$ cat config.mk
export PLATFORM = sky130hd
export DESIGN_NAME = downmix_linear_resampler_core
export DESIGN_NICKNAME = d
export VERILOG_FILES = /design/src/sv/dmlr_pkg.sv /design/src/sv/downmix_linear_resampler_core.sv /design/src/sv/dmlr_avg_div.sv /design/src/sv/dmlr_interp.sv
export SDC_FILE = /design/constraint.sdc
export NUM_CORES = 1
export LEC_CHECK = 0
export ABC_AREA = 1
export BUFFER_PORTS_ARGS = -buffer_cell sky130_fd_sc_hd__buf_4
export CORE_MARGIN = 1.5
export CORE_UTILIZATION = 50
export DETAILED_ROUTE_END_ITERATION = 8
export GPL_ROUTABILITY_DRIVEN = 0
export MAX_ROUTING_LAYER = met4
export PLACE_DENSITY = 0.69
export SLEW_MARGIN = 10
export SYNTH_ARGS = -nofsm -noshare
export SYNTH_HDL_FRONTEND = slang
export SYNTH_SLANG_ARGS = --single-unit
$ cat constraint.sdc
create_clock -name clock -period 7.8 [get_ports clock]
set_input_delay 0.78 -clock clock [delete_from_list [all_inputs] [get_ports clock]]
set_output_delay 0.78 -clock clock [all_outputs]
set_load 0.01 [all_outputs]
$ cat src/sv/dmlr_pkg.sv
// Shared constants, types and state encoding for the downmix linear resampler.
// Used by every module of the block; depends on nothing else.

package dmlr_pkg;

   // Default for the largest channel count the frame accumulator is sized for.
   parameter int unsigned MAX_CHANNELS_DEF = 8;

   // Fixed payload widths.
   localparam int unsigned SAMPLE_W   = 16;
   localparam int unsigned CNT_REG_W  = 4;
   localparam int unsigned STEP_W     = 24;
   localparam int unsigned PHASE_W    = STEP_W + 1;
   localparam int unsigned FRAC_W     = 16;
   localparam int unsigned CSR_IDX_W  = 1;
   localparam int unsigned CSR_DATA_W = 24;

   // Configuration register indexes.
   localparam logic [CSR_IDX_W-1:0] CSR_CHANNEL_COUNT = 1'b0;
   localparam logic [CSR_IDX_W-1:0] CSR_STEP_Q16      = 1'b1;

   // Register reset values.
   localparam logic [CNT_REG_W-1:0] CHANNEL_COUNT_RESET = 4'd1;
   localparam logic [STEP_W-1:0]    STEP_RESET          = 24'd65536;

   // Phase arithmetic: one source frame is 1.0; steps are Q8.16 and the phase Q9.16.
   localparam logic [STEP_W-1:0]  MIN_STEP  = 24'd16384;
   localparam logic [PHASE_W-1:0] PHASE_ONE = 25'h0010000;

   // At most four results per frame; the counter holds results already sent.
   localparam int unsigned RUN_CNT_W = 2;
   localparam logic [RUN_CNT_W-1:0] RUN_FINAL = 2'd3;

   typedef enum logic [1:0] {
      ST_IDLE,
      ST_DIV,
      ST_MUL,
      ST_OUT
   } dmlr_state_type;

   typedef struct packed {
      logic accept;
      logic div_start;
      logic mul_issue;
      logic emit;
   } dmlr_ctrl_type;

endpackage

$ cat src/sv/downmix_linear_resampler_core.sv
// Downmix linear resampler: interleaved PCM in, mono out.
// Depends on dmlr_pkg, dmlr_avg_div and dmlr_interp.

// Each input beat carries one channel sample. A beat that does not close a frame is
// taken while the block stays idle and ready for the next beat. A beat that closes a
// frame holds req_stall high while the frame is averaged and interpolated: the beat
// is accepted, the bit-serial averaging divider steps once per bit of the frame sum
// and then flags completion, and each result passes through a multiply state and an
// output state; stalls on the result side hold the output state. One result beat
// waits in the output register while the block goes on to accept the next input.
// There is no clearing pass after reset. Configuration writes are always taken
// (csr_ready is tied high) and must only be made while the block is idle. The first
// frame of a stream is only stored; results begin with the second frame.

module downmix_linear_resampler_core #(
   parameter int unsigned MAX_CHANNELS = dmlr_pkg::MAX_CHANNELS_DEF
) (
   input  logic                                   clock,
   input  logic                                   reset,

   input  logic                                   req_valid,
   output logic                                   req_stall,
   input  logic signed [dmlr_pkg::SAMPLE_W-1:0]   req_sample_in,
   input  logic                                   req_stream_start,

   output logic                                   rsp_valid,
   input  logic                                   rsp_stall,
   output logic signed [dmlr_pkg::SAMPLE_W-1:0]   rsp_sample_out,
   output logic                                   rsp_last_in_run,

   input  logic                                   csr_valid,
   output logic                                   csr_ready,
   input  logic        [dmlr_pkg::CSR_IDX_W-1:0]  csr_index,
   input  logic        [dmlr_pkg::CSR_DATA_W-1:0] csr_wdata
);

   localparam int unsigned SUM_W = dmlr_pkg::SAMPLE_W + $clog2(MAX_CHANNELS);
   localparam int unsigned CNT_W = $clog2(MAX_CHANNELS + 1);
   localparam int unsigned IDX_W = (MAX_CHANNELS > 1) ? $clog2(MAX_CHANNELS) : 1;

   // Configuration registers.
   logic [dmlr_pkg::CNT_REG_W-1:0] chan_count_ff, chan_count_in;
   logic [dmlr_pkg::STEP_W-1:0]    step_ff, step_in;

   // Stream state.
   dmlr_pkg::dmlr_state_type       state_ff, state_in;
   logic [IDX_W-1:0]               chan_idx_ff, chan_idx_in;
   logic signed [SUM_W-1:0]        chan_sum_ff, chan_sum_in;
   logic signed [dmlr_pkg::SAMPLE_W-1:0] prev_ff, prev_in;
   logic signed [dmlr_pkg::SAMPLE_W-1:0] cur_ff, cur_in;
   logic                           have_prev_ff, have_prev_in;
   logic [dmlr_pkg::PHASE_W-1:0]   pos_ff, pos_in;
   logic [dmlr_pkg::RUN_CNT_W-1:0] run_cnt_ff, run_cnt_in;

   // Output register.
   logic                           out_valid_ff, out_valid_in;
   logic signed [dmlr_pkg::SAMPLE_W-1:0] out_sample_ff, out_sample_in;
   logic                           out_last_ff, out_last_in;

   dmlr_pkg::dmlr_ctrl_type        ctrl;

   logic [CNT_W-1:0]               n_eff;
   logic [dmlr_pkg::STEP_W-1:0]    step_eff;
   logic signed [SUM_W-1:0]        base_sum;
   logic [IDX_W-1:0]               base_idx;
   logic signed [SUM_W-1:0]        new_sum;
   logic [CNT_W-1:0]               idx_inc;
   logic                           frame_done;
   logic                           out_free;
   logic                           pos_in_frame;
   logic [dmlr_pkg::PHASE_W-1:0]   pos_next;
   logic                           run_last;
   logic [dmlr_pkg::PHASE_W-1:0]   wrap_src;
   logic [dmlr_pkg::PHASE_W-1:0]   wrap_diff;
   logic [dmlr_pkg::PHASE_W-1:0]   pos_wrapped;

   logic                           div_done;
   logic signed [dmlr_pkg::SAMPLE_W-1:0] div_mono;
   logic signed [dmlr_pkg::SAMPLE_W-1:0] interp_out;

   // ---------------------------------------------------------------------------------
   // Configuration port. Writes are always taken, but must only be made while idle.
   // ---------------------------------------------------------------------------------
   always_comb begin
      chan_count_in = chan_count_ff;
      step_in       = step_ff;
      if (csr_valid) begin
         case (csr_index)
            dmlr_pkg::CSR_CHANNEL_COUNT: chan_count_in = csr_wdata[dmlr_pkg::CNT_REG_W-1:0];
            dmlr_pkg::CSR_STEP_Q16:      step_in       = csr_wdata;
            default:                     ;
         endcase
      end
   end

   assign csr_ready = 1'b1;

   // A zero channel count behaves as mono; counts above the accumulator's size are
   // clamped. Steps below a quarter are raised, which bounds a frame to four results.
   always_comb begin
      if (chan_count_ff == '0) begin
         n_eff = CNT_W'(1);
      end else if (32'(chan_count_ff) > MAX_CHANNELS) begin
         n_eff = CNT_W'(MAX_CHANNELS);
      end else begin
         n_eff = CNT_W'(chan_count_ff);
      end
      step_eff = (step_ff < dmlr_pkg::MIN_STEP) ? dmlr_pkg::MIN_STEP : step_ff;
   end

   // ---------------------------------------------------------------------------------
   // Frame accumulation and phase arithmetic.
   // ---------------------------------------------------------------------------------
   always_comb begin
      base_sum   = req_stream_start ? '0 : chan_sum_ff;
      base_idx   = req_stream_start ? '0 : chan_idx_ff;
      new_sum    = base_sum + SUM_W'(req_sample_in);
      idx_inc    = CNT_W'(base_idx) + CNT_W'(1);
      // Lowering the count mid-frame closes the frame as soon as the index reaches it.
      frame_done = idx_inc >= n_eff;

      out_free     = !out_valid_ff || !rsp_stall;
      pos_in_frame = pos_ff < dmlr_pkg::PHASE_ONE;
      pos_next     = pos_ff + {1'b0, step_eff};
      run_last     = (pos_next >= dmlr_pkg::PHASE_ONE) || (run_cnt_ff == dmlr_pkg::RUN_FINAL);

      // The phase moves on by one source frame whenever a frame other than a stream's first is finished with.
      wrap_src    = (state_ff == dmlr_pkg::ST_OUT) ? pos_next : pos_ff;
      wrap_diff   = wrap_src - dmlr_pkg::PHASE_ONE;
      pos_wrapped = {1'b0, wrap_diff[dmlr_pkg::STEP_W-1:0]};
   end

   // ---------------------------------------------------------------------------------
   // Sequencer: next state.
   // ---------------------------------------------------------------------------------
   always_comb begin
      state_in = state_ff;
      case (state_ff)
         dmlr_pkg::ST_IDLE: begin
            if (req_valid && frame_done) begin
               state_in = dmlr_pkg::ST_DIV;
            end
         end
         dmlr_pkg::ST_DIV: begin
            if (div_done) begin
               if (have_prev_ff && pos_in_frame) begin
                  state_in = dmlr_pkg::ST_MUL;
               end else begin
                  state_in = dmlr_pkg::ST_IDLE;
               end
            end
         end
         dmlr_pkg::ST_MUL: begin
            state_in = dmlr_pkg::ST_OUT;
         end
         dmlr_pkg::ST_OUT: begin
            if (out_free) begin
               state_in = run_last ? dmlr_pkg::ST_IDLE : dmlr_pkg::ST_MUL;
            end
         end
         default: begin
            state_in = dmlr_pkg::ST_IDLE;
         end
      endcase
   end

   // ---------------------------------------------------------------------------------
   // Sequencer: control outputs.
   // ---------------------------------------------------------------------------------
   always_comb begin
      ctrl      = '0;
      req_stall = 1'b1;
      case (state_ff)
         dmlr_pkg::ST_IDLE: begin
            req_stall      = 1'b0;
            ctrl.accept    = req_valid;
            ctrl.div_start = req_valid && frame_done;
         end
         dmlr_pkg::ST_MUL: begin
            ctrl.mul_issue = 1'b1;
         end
         dmlr_pkg::ST_OUT: begin
            ctrl.emit = out_free;
         end
         default: begin
            ctrl = '0;
         end
      endcase
   end

   // ---------------------------------------------------------------------------------
   // Stream state update.
   // ---------------------------------------------------------------------------------
   always_comb begin
      chan_idx_in  = chan_idx_ff;
      chan_sum_in  = chan_sum_ff;
      prev_in      = prev_ff;
      cur_in       = cur_ff;
      have_prev_in = have_prev_ff;
      pos_in       = pos_ff;
      run_cnt_in   = run_cnt_ff;

      if (ctrl.accept) begin
         if (req_stream_start) begin
            prev_in      = '0;
            have_prev_in = 1'b0;
            pos_in       = '0;
         end
         if (frame_done) begin
            chan_idx_in = '0;
            chan_sum_in = '0;
         end else begin
            chan_idx_in = idx_inc[IDX_W-1:0];
            chan_sum_in = new_sum;
         end
      end

      if (state_ff == dmlr_pkg::ST_DIV && div_done) begin
         cur_in     = div_mono;
         run_cnt_in = '0;
         if (!have_prev_ff) begin
            // First frame of a stream is only stored.
            prev_in      = div_mono;
            have_prev_in = 1'b1;
         end else if (!pos_in_frame) begin
            // Step larger than one frame: nothing falls between these two frames.
            prev_in = div_mono;
            pos_in  = pos_wrapped;
         end
      end

      if (ctrl.emit) begin
         run_cnt_in = run_cnt_ff + dmlr_pkg::RUN_CNT_W'(1);
         if (run_last) begin
            prev_in = cur_ff;
            pos_in  = pos_wrapped;
         end else begin
            pos_in  = pos_next;
         end
      end
   end

   // ---------------------------------------------------------------------------------
   // Output register: holds one result beat while the block carries on.
   // ---------------------------------------------------------------------------------
   always_comb begin
      out_valid_in  = out_valid_ff && rsp_stall;
      out_sample_in = out_sample_ff;
      out_last_in   = out_last_ff;
      if (ctrl.emit) begin
         out_valid_in  = 1'b1;
         out_sample_in = interp_out;
         out_last_in   = run_last;
      end
   end

   always_ff @(posedge clock) begin
      if (reset) begin
         chan_count_ff <= dmlr_pkg::CHANNEL_COUNT_RESET;
         step_ff       <= dmlr_pkg::STEP_RESET;
         state_ff      <= dmlr_pkg::ST_IDLE;
         chan_idx_ff   <= '0;
         chan_sum_ff   <= '0;
         prev_ff       <= '0;
         have_prev_ff  <= 1'b0;
         pos_ff        <= '0;
         run_cnt_ff    <= '0;
         out_valid_ff  <= 1'b0;
      end else begin
         chan_count_ff <= chan_count_in;
         step_ff       <= step_in;
         state_ff      <= state_in;
         chan_idx_ff   <= chan_idx_in;
         chan_sum_ff   <= chan_sum_in;
         prev_ff       <= prev_in;
         have_prev_ff  <= have_prev_in;
         pos_ff        <= pos_in;
         run_cnt_ff    <= run_cnt_in;
         out_valid_ff  <= out_valid_in;
      end
   end

   always_ff @(posedge clock) begin
      cur_ff        <= cur_in;
      out_sample_ff <= out_sample_in;
      out_last_ff   <= out_last_in;
   end

   // ---------------------------------------------------------------------------------
   // Arithmetic units.
   // ---------------------------------------------------------------------------------
   dmlr_avg_div #(
      .MAX_CHANNELS (MAX_CHANNELS)
   ) u_avg_div (
      .clock    (clock),
      .reset    (reset),
      .start    (ctrl.div_start),
      .dividend (new_sum),
      .divisor  (n_eff),
      .done     (div_done),
      .quotient (div_mono)
   );

   dmlr_interp u_interp (
      .clock     (clock),
      .issue     (ctrl.mul_issue),
      .prev_mono (prev_ff),
      .cur_mono  (cur_ff),
      .frac      (pos_ff[dmlr_pkg::FRAC_W-1:0]),
      .result    (interp_out)
   );

   assign rsp_valid       = out_valid_ff;
   assign rsp_sample_out  = out_sample_ff;
   assign rsp_last_in_run = out_last_ff;

endmodule

$ cat src/sv/dmlr_avg_div.sv
// Iterative restoring divider that averages a frame's channel sum to mono.
// Rounds to nearest, ties away from zero. Depends on dmlr_pkg.

module dmlr_avg_div #(
   parameter int unsigned MAX_CHANNELS = dmlr_pkg::MAX_CHANNELS_DEF
) (
   input  logic                                   clock,
   input  logic                                   reset,
   input  logic                                   start,
   input  logic signed [dmlr_pkg::SAMPLE_W+$clog2(MAX_CHANNELS)-1:0] dividend,
   input  logic        [$clog2(MAX_CHANNELS+1)-1:0] divisor,
   output logic                                   done,
   output logic signed [dmlr_pkg::SAMPLE_W-1:0]   quotient
);

   localparam int unsigned SUM_W = dmlr_pkg::SAMPLE_W + $clog2(MAX_CHANNELS);
   localparam int unsigned CNT_W = $clog2(MAX_CHANNELS + 1);
   localparam int unsigned ITER_W = $clog2(SUM_W);

   logic              busy_ff, busy_in;
   logic              done_ff, done_in;
   logic [ITER_W-1:0] iter_ff, iter_in;
   logic              neg_ff, neg_in;
   logic [SUM_W-1:0]  work_ff, work_in;
   logic [CNT_W-1:0]  rem_ff, rem_in;
   logic [CNT_W-1:0]  div_ff, div_in;

   logic [SUM_W-1:0]  mag;
   logic [CNT_W:0]    rem_shift;
   logic [CNT_W:0]    rem_diff;
   logic              fits;

   always_comb begin
      mag       = dividend[SUM_W-1] ? SUM_W'(-dividend) : SUM_W'(dividend);
      rem_shift = {rem_ff, work_ff[SUM_W-1]};
      rem_diff  = rem_shift - {1'b0, div_ff};
      fits      = rem_shift >= {1'b0, div_ff};

      busy_in = busy_ff;
      done_in = 1'b0;
      iter_in = iter_ff;
      neg_in  = neg_ff;
      work_in = work_ff;
      rem_in  = rem_ff;
      div_in  = div_ff;

      if (start) begin
         busy_in = 1'b1;
         iter_in = '0;
         neg_in  = dividend[SUM_W-1];
         work_in = mag + SUM_W'(divisor >> 1);
         rem_in  = '0;
         div_in  = divisor;
      end else if (busy_ff) begin
         // One quotient bit per cycle, shifted in behind the dividend bits.
         rem_in  = fits ? rem_diff[CNT_W-1:0] : rem_shift[CNT_W-1:0];
         work_in = {work_ff[SUM_W-2:0], fits};
         iter_in = iter_ff + ITER_W'(1);
         if (iter_ff == ITER_W'(SUM_W - 1)) begin
            busy_in = 1'b0;
            done_in = 1'b1;
         end
      end
   end

   always_ff @(posedge clock) begin
      if (reset) begin
         busy_ff <= 1'b0;
         done_ff <= 1'b0;
         iter_ff <= '0;
      end else begin
         busy_ff <= busy_in;
         done_ff <= done_in;
         iter_ff <= iter_in;
      end
   end

   always_ff @(posedge clock) begin
      neg_ff  <= neg_in;
      work_ff <= work_in;
      rem_ff  <= rem_in;
      div_ff  <= div_in;
   end

   // The magnitude never exceeds 32768, so the low bits carry the whole result.
   assign done     = done_ff;
   assign quotient = neg_ff ? -work_ff[dmlr_pkg::SAMPLE_W-1:0]
                            : work_ff[dmlr_pkg::SAMPLE_W-1:0];

endmodule

$ cat src/sv/dmlr_interp.sv
// Linear interpolation unit: registered multiply, then round, add and saturate.
// Depends on dmlr_pkg.

module dmlr_interp (
   input  logic                                  clock,
   input  logic                                  issue,
   input  logic signed [dmlr_pkg::SAMPLE_W-1:0]  prev_mono,
   input  logic signed [dmlr_pkg::SAMPLE_W-1:0]  cur_mono,
   input  logic        [dmlr_pkg::FRAC_W-1:0]    frac,
   output logic signed [dmlr_pkg::SAMPLE_W-1:0]  result
);

   localparam int unsigned DIFF_W = dmlr_pkg::SAMPLE_W + 1;
   localparam int unsigned PROD_W = DIFF_W + dmlr_pkg::FRAC_W + 1;
   localparam int unsigned ADJ_W  = PROD_W - dmlr_pkg::FRAC_W;
   localparam int unsigned TOT_W  = ADJ_W + 1;

   logic signed [DIFF_W-1:0]            diff;
   logic signed [PROD_W-1:0]            prod_ff, prod_in;
   logic signed [dmlr_pkg::SAMPLE_W-1:0] base_ff, base_in;
   logic signed [PROD_W-1:0]            rounded;
   logic signed [ADJ_W-1:0]             adjust;
   logic signed [TOT_W-1:0]             total;

   always_comb begin
      diff    = {cur_mono[dmlr_pkg::SAMPLE_W-1], cur_mono}
              - {prev_mono[dmlr_pkg::SAMPLE_W-1], prev_mono};
      prod_in = issue ? diff * $signed({1'b0, frac}) : prod_ff;
      base_in = issue ? prev_mono : base_ff;
   end

   always_ff @(posedge clock) begin
      prod_ff <= prod_in;
      base_ff <= base_in;
   end

   // Half an LSB added, then a floor shift: ties go toward plus infinity.
   always_comb begin
      rounded = prod_ff + PROD_W'(32768);
      adjust  = rounded[PROD_W-1:dmlr_pkg::FRAC_W];
      total   = TOT_W'(base_ff) + TOT_W'(adjust);
      if (total > TOT_W'(32767)) begin
         result = 16'sh7FFF;
      end else if (total < -TOT_W'(32768)) begin
         result = 16'sh8000;
      end else begin
         result = total[dmlr_pkg::SAMPLE_W-1:0];
      end
   end

endmodule

==> impl_metrics.csv <==
group,metric,value,unit
run_status,status,"finished clean",
global_route,grt_pass1_vias,21272,
synthesis,syn_inst,3387,
global_route,antenna_found_initial,2,
timing,worst_pin_slew,1190,ps
synthesis,ys_top_cells_by_area,"fa_1, edfxtp_1, nand2_1",
synthesis,synth-xor-area-share,0.0395,
cts,holdBufCountCts,0,
synthesis,muxShareOfSynthArea,0,
route,wire_per_inst,16.2,µm
timing,finalMaxSlewViolations,0,
synthesis,ys_types,57,
hold_path,hold_class,"reg2reg",
layout,mostFrequentLayoutCells,"nand2_1, inv_1, nor2_1, fa_1, a21oi_1",
synthesis,synth_edf_count,92,
route,routed_wl,67300,µm
critical_path,worstSetupPathType,"reg2reg",
placement,dp_hpwl,54500,µm
synthesis,syn_area,25000,µm²
cts,cts_num_sinks,200,
synthesis,synthSimpleGateAreaFrac,0.236,
layout,layout-drive-gt1-share,0.0939,
critical_path,cp_slowest_stage_delay,560,ps
synthesis,synth_top_family_by_area,"adder cells",
global_route,grt_pass1_wl,108000,µm
synthesis,synthAdderAreaFrac,0.313,
synthesis,ys_seq_elements,200,
synthesis,synth_ff_type,"dfxtp_1",
route,drc,0,
timing,rsz0062_at_grt,"true",
layout,final_common_cell,"nand2_1",
cts,clk_latency,510,ps
synthesis,yosys.area.top_type,"fa_1",
timing,fin_crit_sh,0.979,
timing,period_needed,7630,ps
power,power_leakage,0.0135,µW
global_route,grt_max_degree,47,
run,maxCapViolCount,0,
timing,hold_violations,0,
floorplan,start_util,0.509,
power,power.density,95.2,nW/µm²
floorplan,placementRows,81,
critical_path,cp_common_cell,"fa_1",
synthesis,async_flop_share,0,
route,drt_iter0_drc,1534,
timing,holdWs,434,ps
critical_path,reg2reg_slack,170,ps
critical_path,crit_required,8050,ps
global_route,overflow,0,
timing,setup_viol,0,
cts,clock-root-buffer,"clkbuf_16",
route,drt-vias-per-instance,5.29,
critical_path,cp-start-kind,"flip-flop",
placement,port_buffers,65,
critical_path,crit_path_max_fanout,6,
power,power.total,2620,µW
timing,fmax,131,MHz
synthesis,ys_seq_area_frac,0.197,
cts,cts.path.max_buffers,2,
critical_path,critPathCaptureType,"flip-flop",
cts,clk_pin_slew,90,ps
cts,cts_tree,"done",
route,dr.pass1.iters,7,
floorplan,boundaryPins,67,
floorplan,dieArea,51400,µm²
timing,fin_worst_skew,17.9,ps
floorplan,core-area,49200,µm²
floorplan,die_w,227,µm
cts,cts_buffers,17,
synthesis,synth-compound-area-share,0.0980,
cts,cts_max_level,4,
layout,nets,3975,
timing,relSlewSlack,0.205,
layout,syn_to_final_growth,10.0,%
critical_path,critPathArrivalTime,7880,ps
route,antenna_left,0,
timing,fin_setup_tns,0,ps
critical_path,cpMaxStageDelayCell,"fa_1",
global_route,grt_usage,0.277,
synthesis,synth.top_cell.area_share,0.222,
synthesis,syn_area_per_cell,7.39,µm²
route,vias,21937,
synthesis,synth_fp_nets,3893,
power,max-vdd-ir-drop,0.000133,V
floorplan,die_h,227,µm
synthesis,ys_warn_count,0,
## what timing repair did
action,CTS,global route
gates resized for setup,8,52
endpoints found under the hold margin,0,0
setup buffers,0,15
pin swaps,0,25
endpoints found under the setup margin,6,13
## cell type report
class,instances,area (µm²)
clock buffers,17,425
flip-flops and latches,200,4920
multi-input cells,2422,17500
well taps,664,831
inverters,671,2520
fillers,4674,21600
clock inverters,15,168
repair buffers,157,1200
diodes,1,2.50
## through the flow
step                cells  setup slack, ps  area [µm²]  utilization
floorplan            3387              502       25000            -
global placement     4099             -151       26500        0.540
global route         4147             -186       27500        0.560
CTS                  4131             52.6       27200        0.553
detailed placement   4099             -223       26500        0.540
finish               4147              167       27500        0.560
## registers in the layout, indices dropped and copies added, names as in the netlist, 5 cells and up
name               flops
u_interp.base_ff      16
rsp_sample_out        16
u_avg_div.iter_ff      5
prev_ff               16
cur_ff                16
step_ff               24
u_interp.prod_ff      19
chan_sum_ff           19
pos_ff                25
u_avg_div.work_ff     19
## metal layers
metal	vias to the layer above	track usage	routed length [µm]
met4	0	0.107	2710
met2	685	0.452	31400
met1	10350	0.342	28500
met3	157	0.0477	4690
li1	10745	-	-
met5	-	-	0
## power breakdown
group / switching [µW] / internal (µW) / leakage, µW / total, µW
Combinational: 309 / 159 / 0.0115 / 468
Sequential: 42.9 / 1170 / 0.00173 / 1210
Clock: 509 / 436 / 0.000296 / 944
## final timing paths
path / startpoint / end / cells past startpoint
worst max-delay path: cur_ff[0] / u_interp.prod_ff[30] / 34
worst min-delay path: prev_ff[10] / u_interp.base_ff[10] / 0
worst max register to register: cur_ff[0] / u_interp.prod_ff[30] / 34
worst min register to register: prev_ff[10] / u_interp.base_ff[10] / 0
## cell families (layout without fill, tap and decap cells)
group                      count (synthesis)  after routing
AOI/OAI and AO/OA                        450            450
buffers and inverters                    765            860
adders and majority gates                459            459
xor gates and xnor gates                 113            113
DFF                                      200            200
other                                      1              2
and+or+nand+nor                         1399           1399
## worst max-delay path, delay by kind of cell (launching register included)
family                   cells  cell delay (ps)
AO/OA/AOI/OAI                6              860
flip-flops                   1              380
XOR/XNOR                     1              160
AND/OR/NAND/NOR             12             1770
buffers and inverters        6              450
adder cells (fa/ha/maj)      9             3730
## Yosys cell counts, types with 12 or more instances
cell type,count
nand2_1,735
o21ai_0,152
nand2_2,21
inv_1,644
fa_1,278
a21oi_1,194
dfxtp_1,108
ha_1,181
nor3_1,40
clkbuf_1,78
xor2_1,81
o21ai_1,27
nand3_1,167
edfxtp_1,92
nand4_1,28
a31oi_1,14
inv_2,15
or2_2,24
clkinv_1,12
nor2_1,337
xnor2_1,32
o21bai_1,12
(Power assumes the default switching activity.)
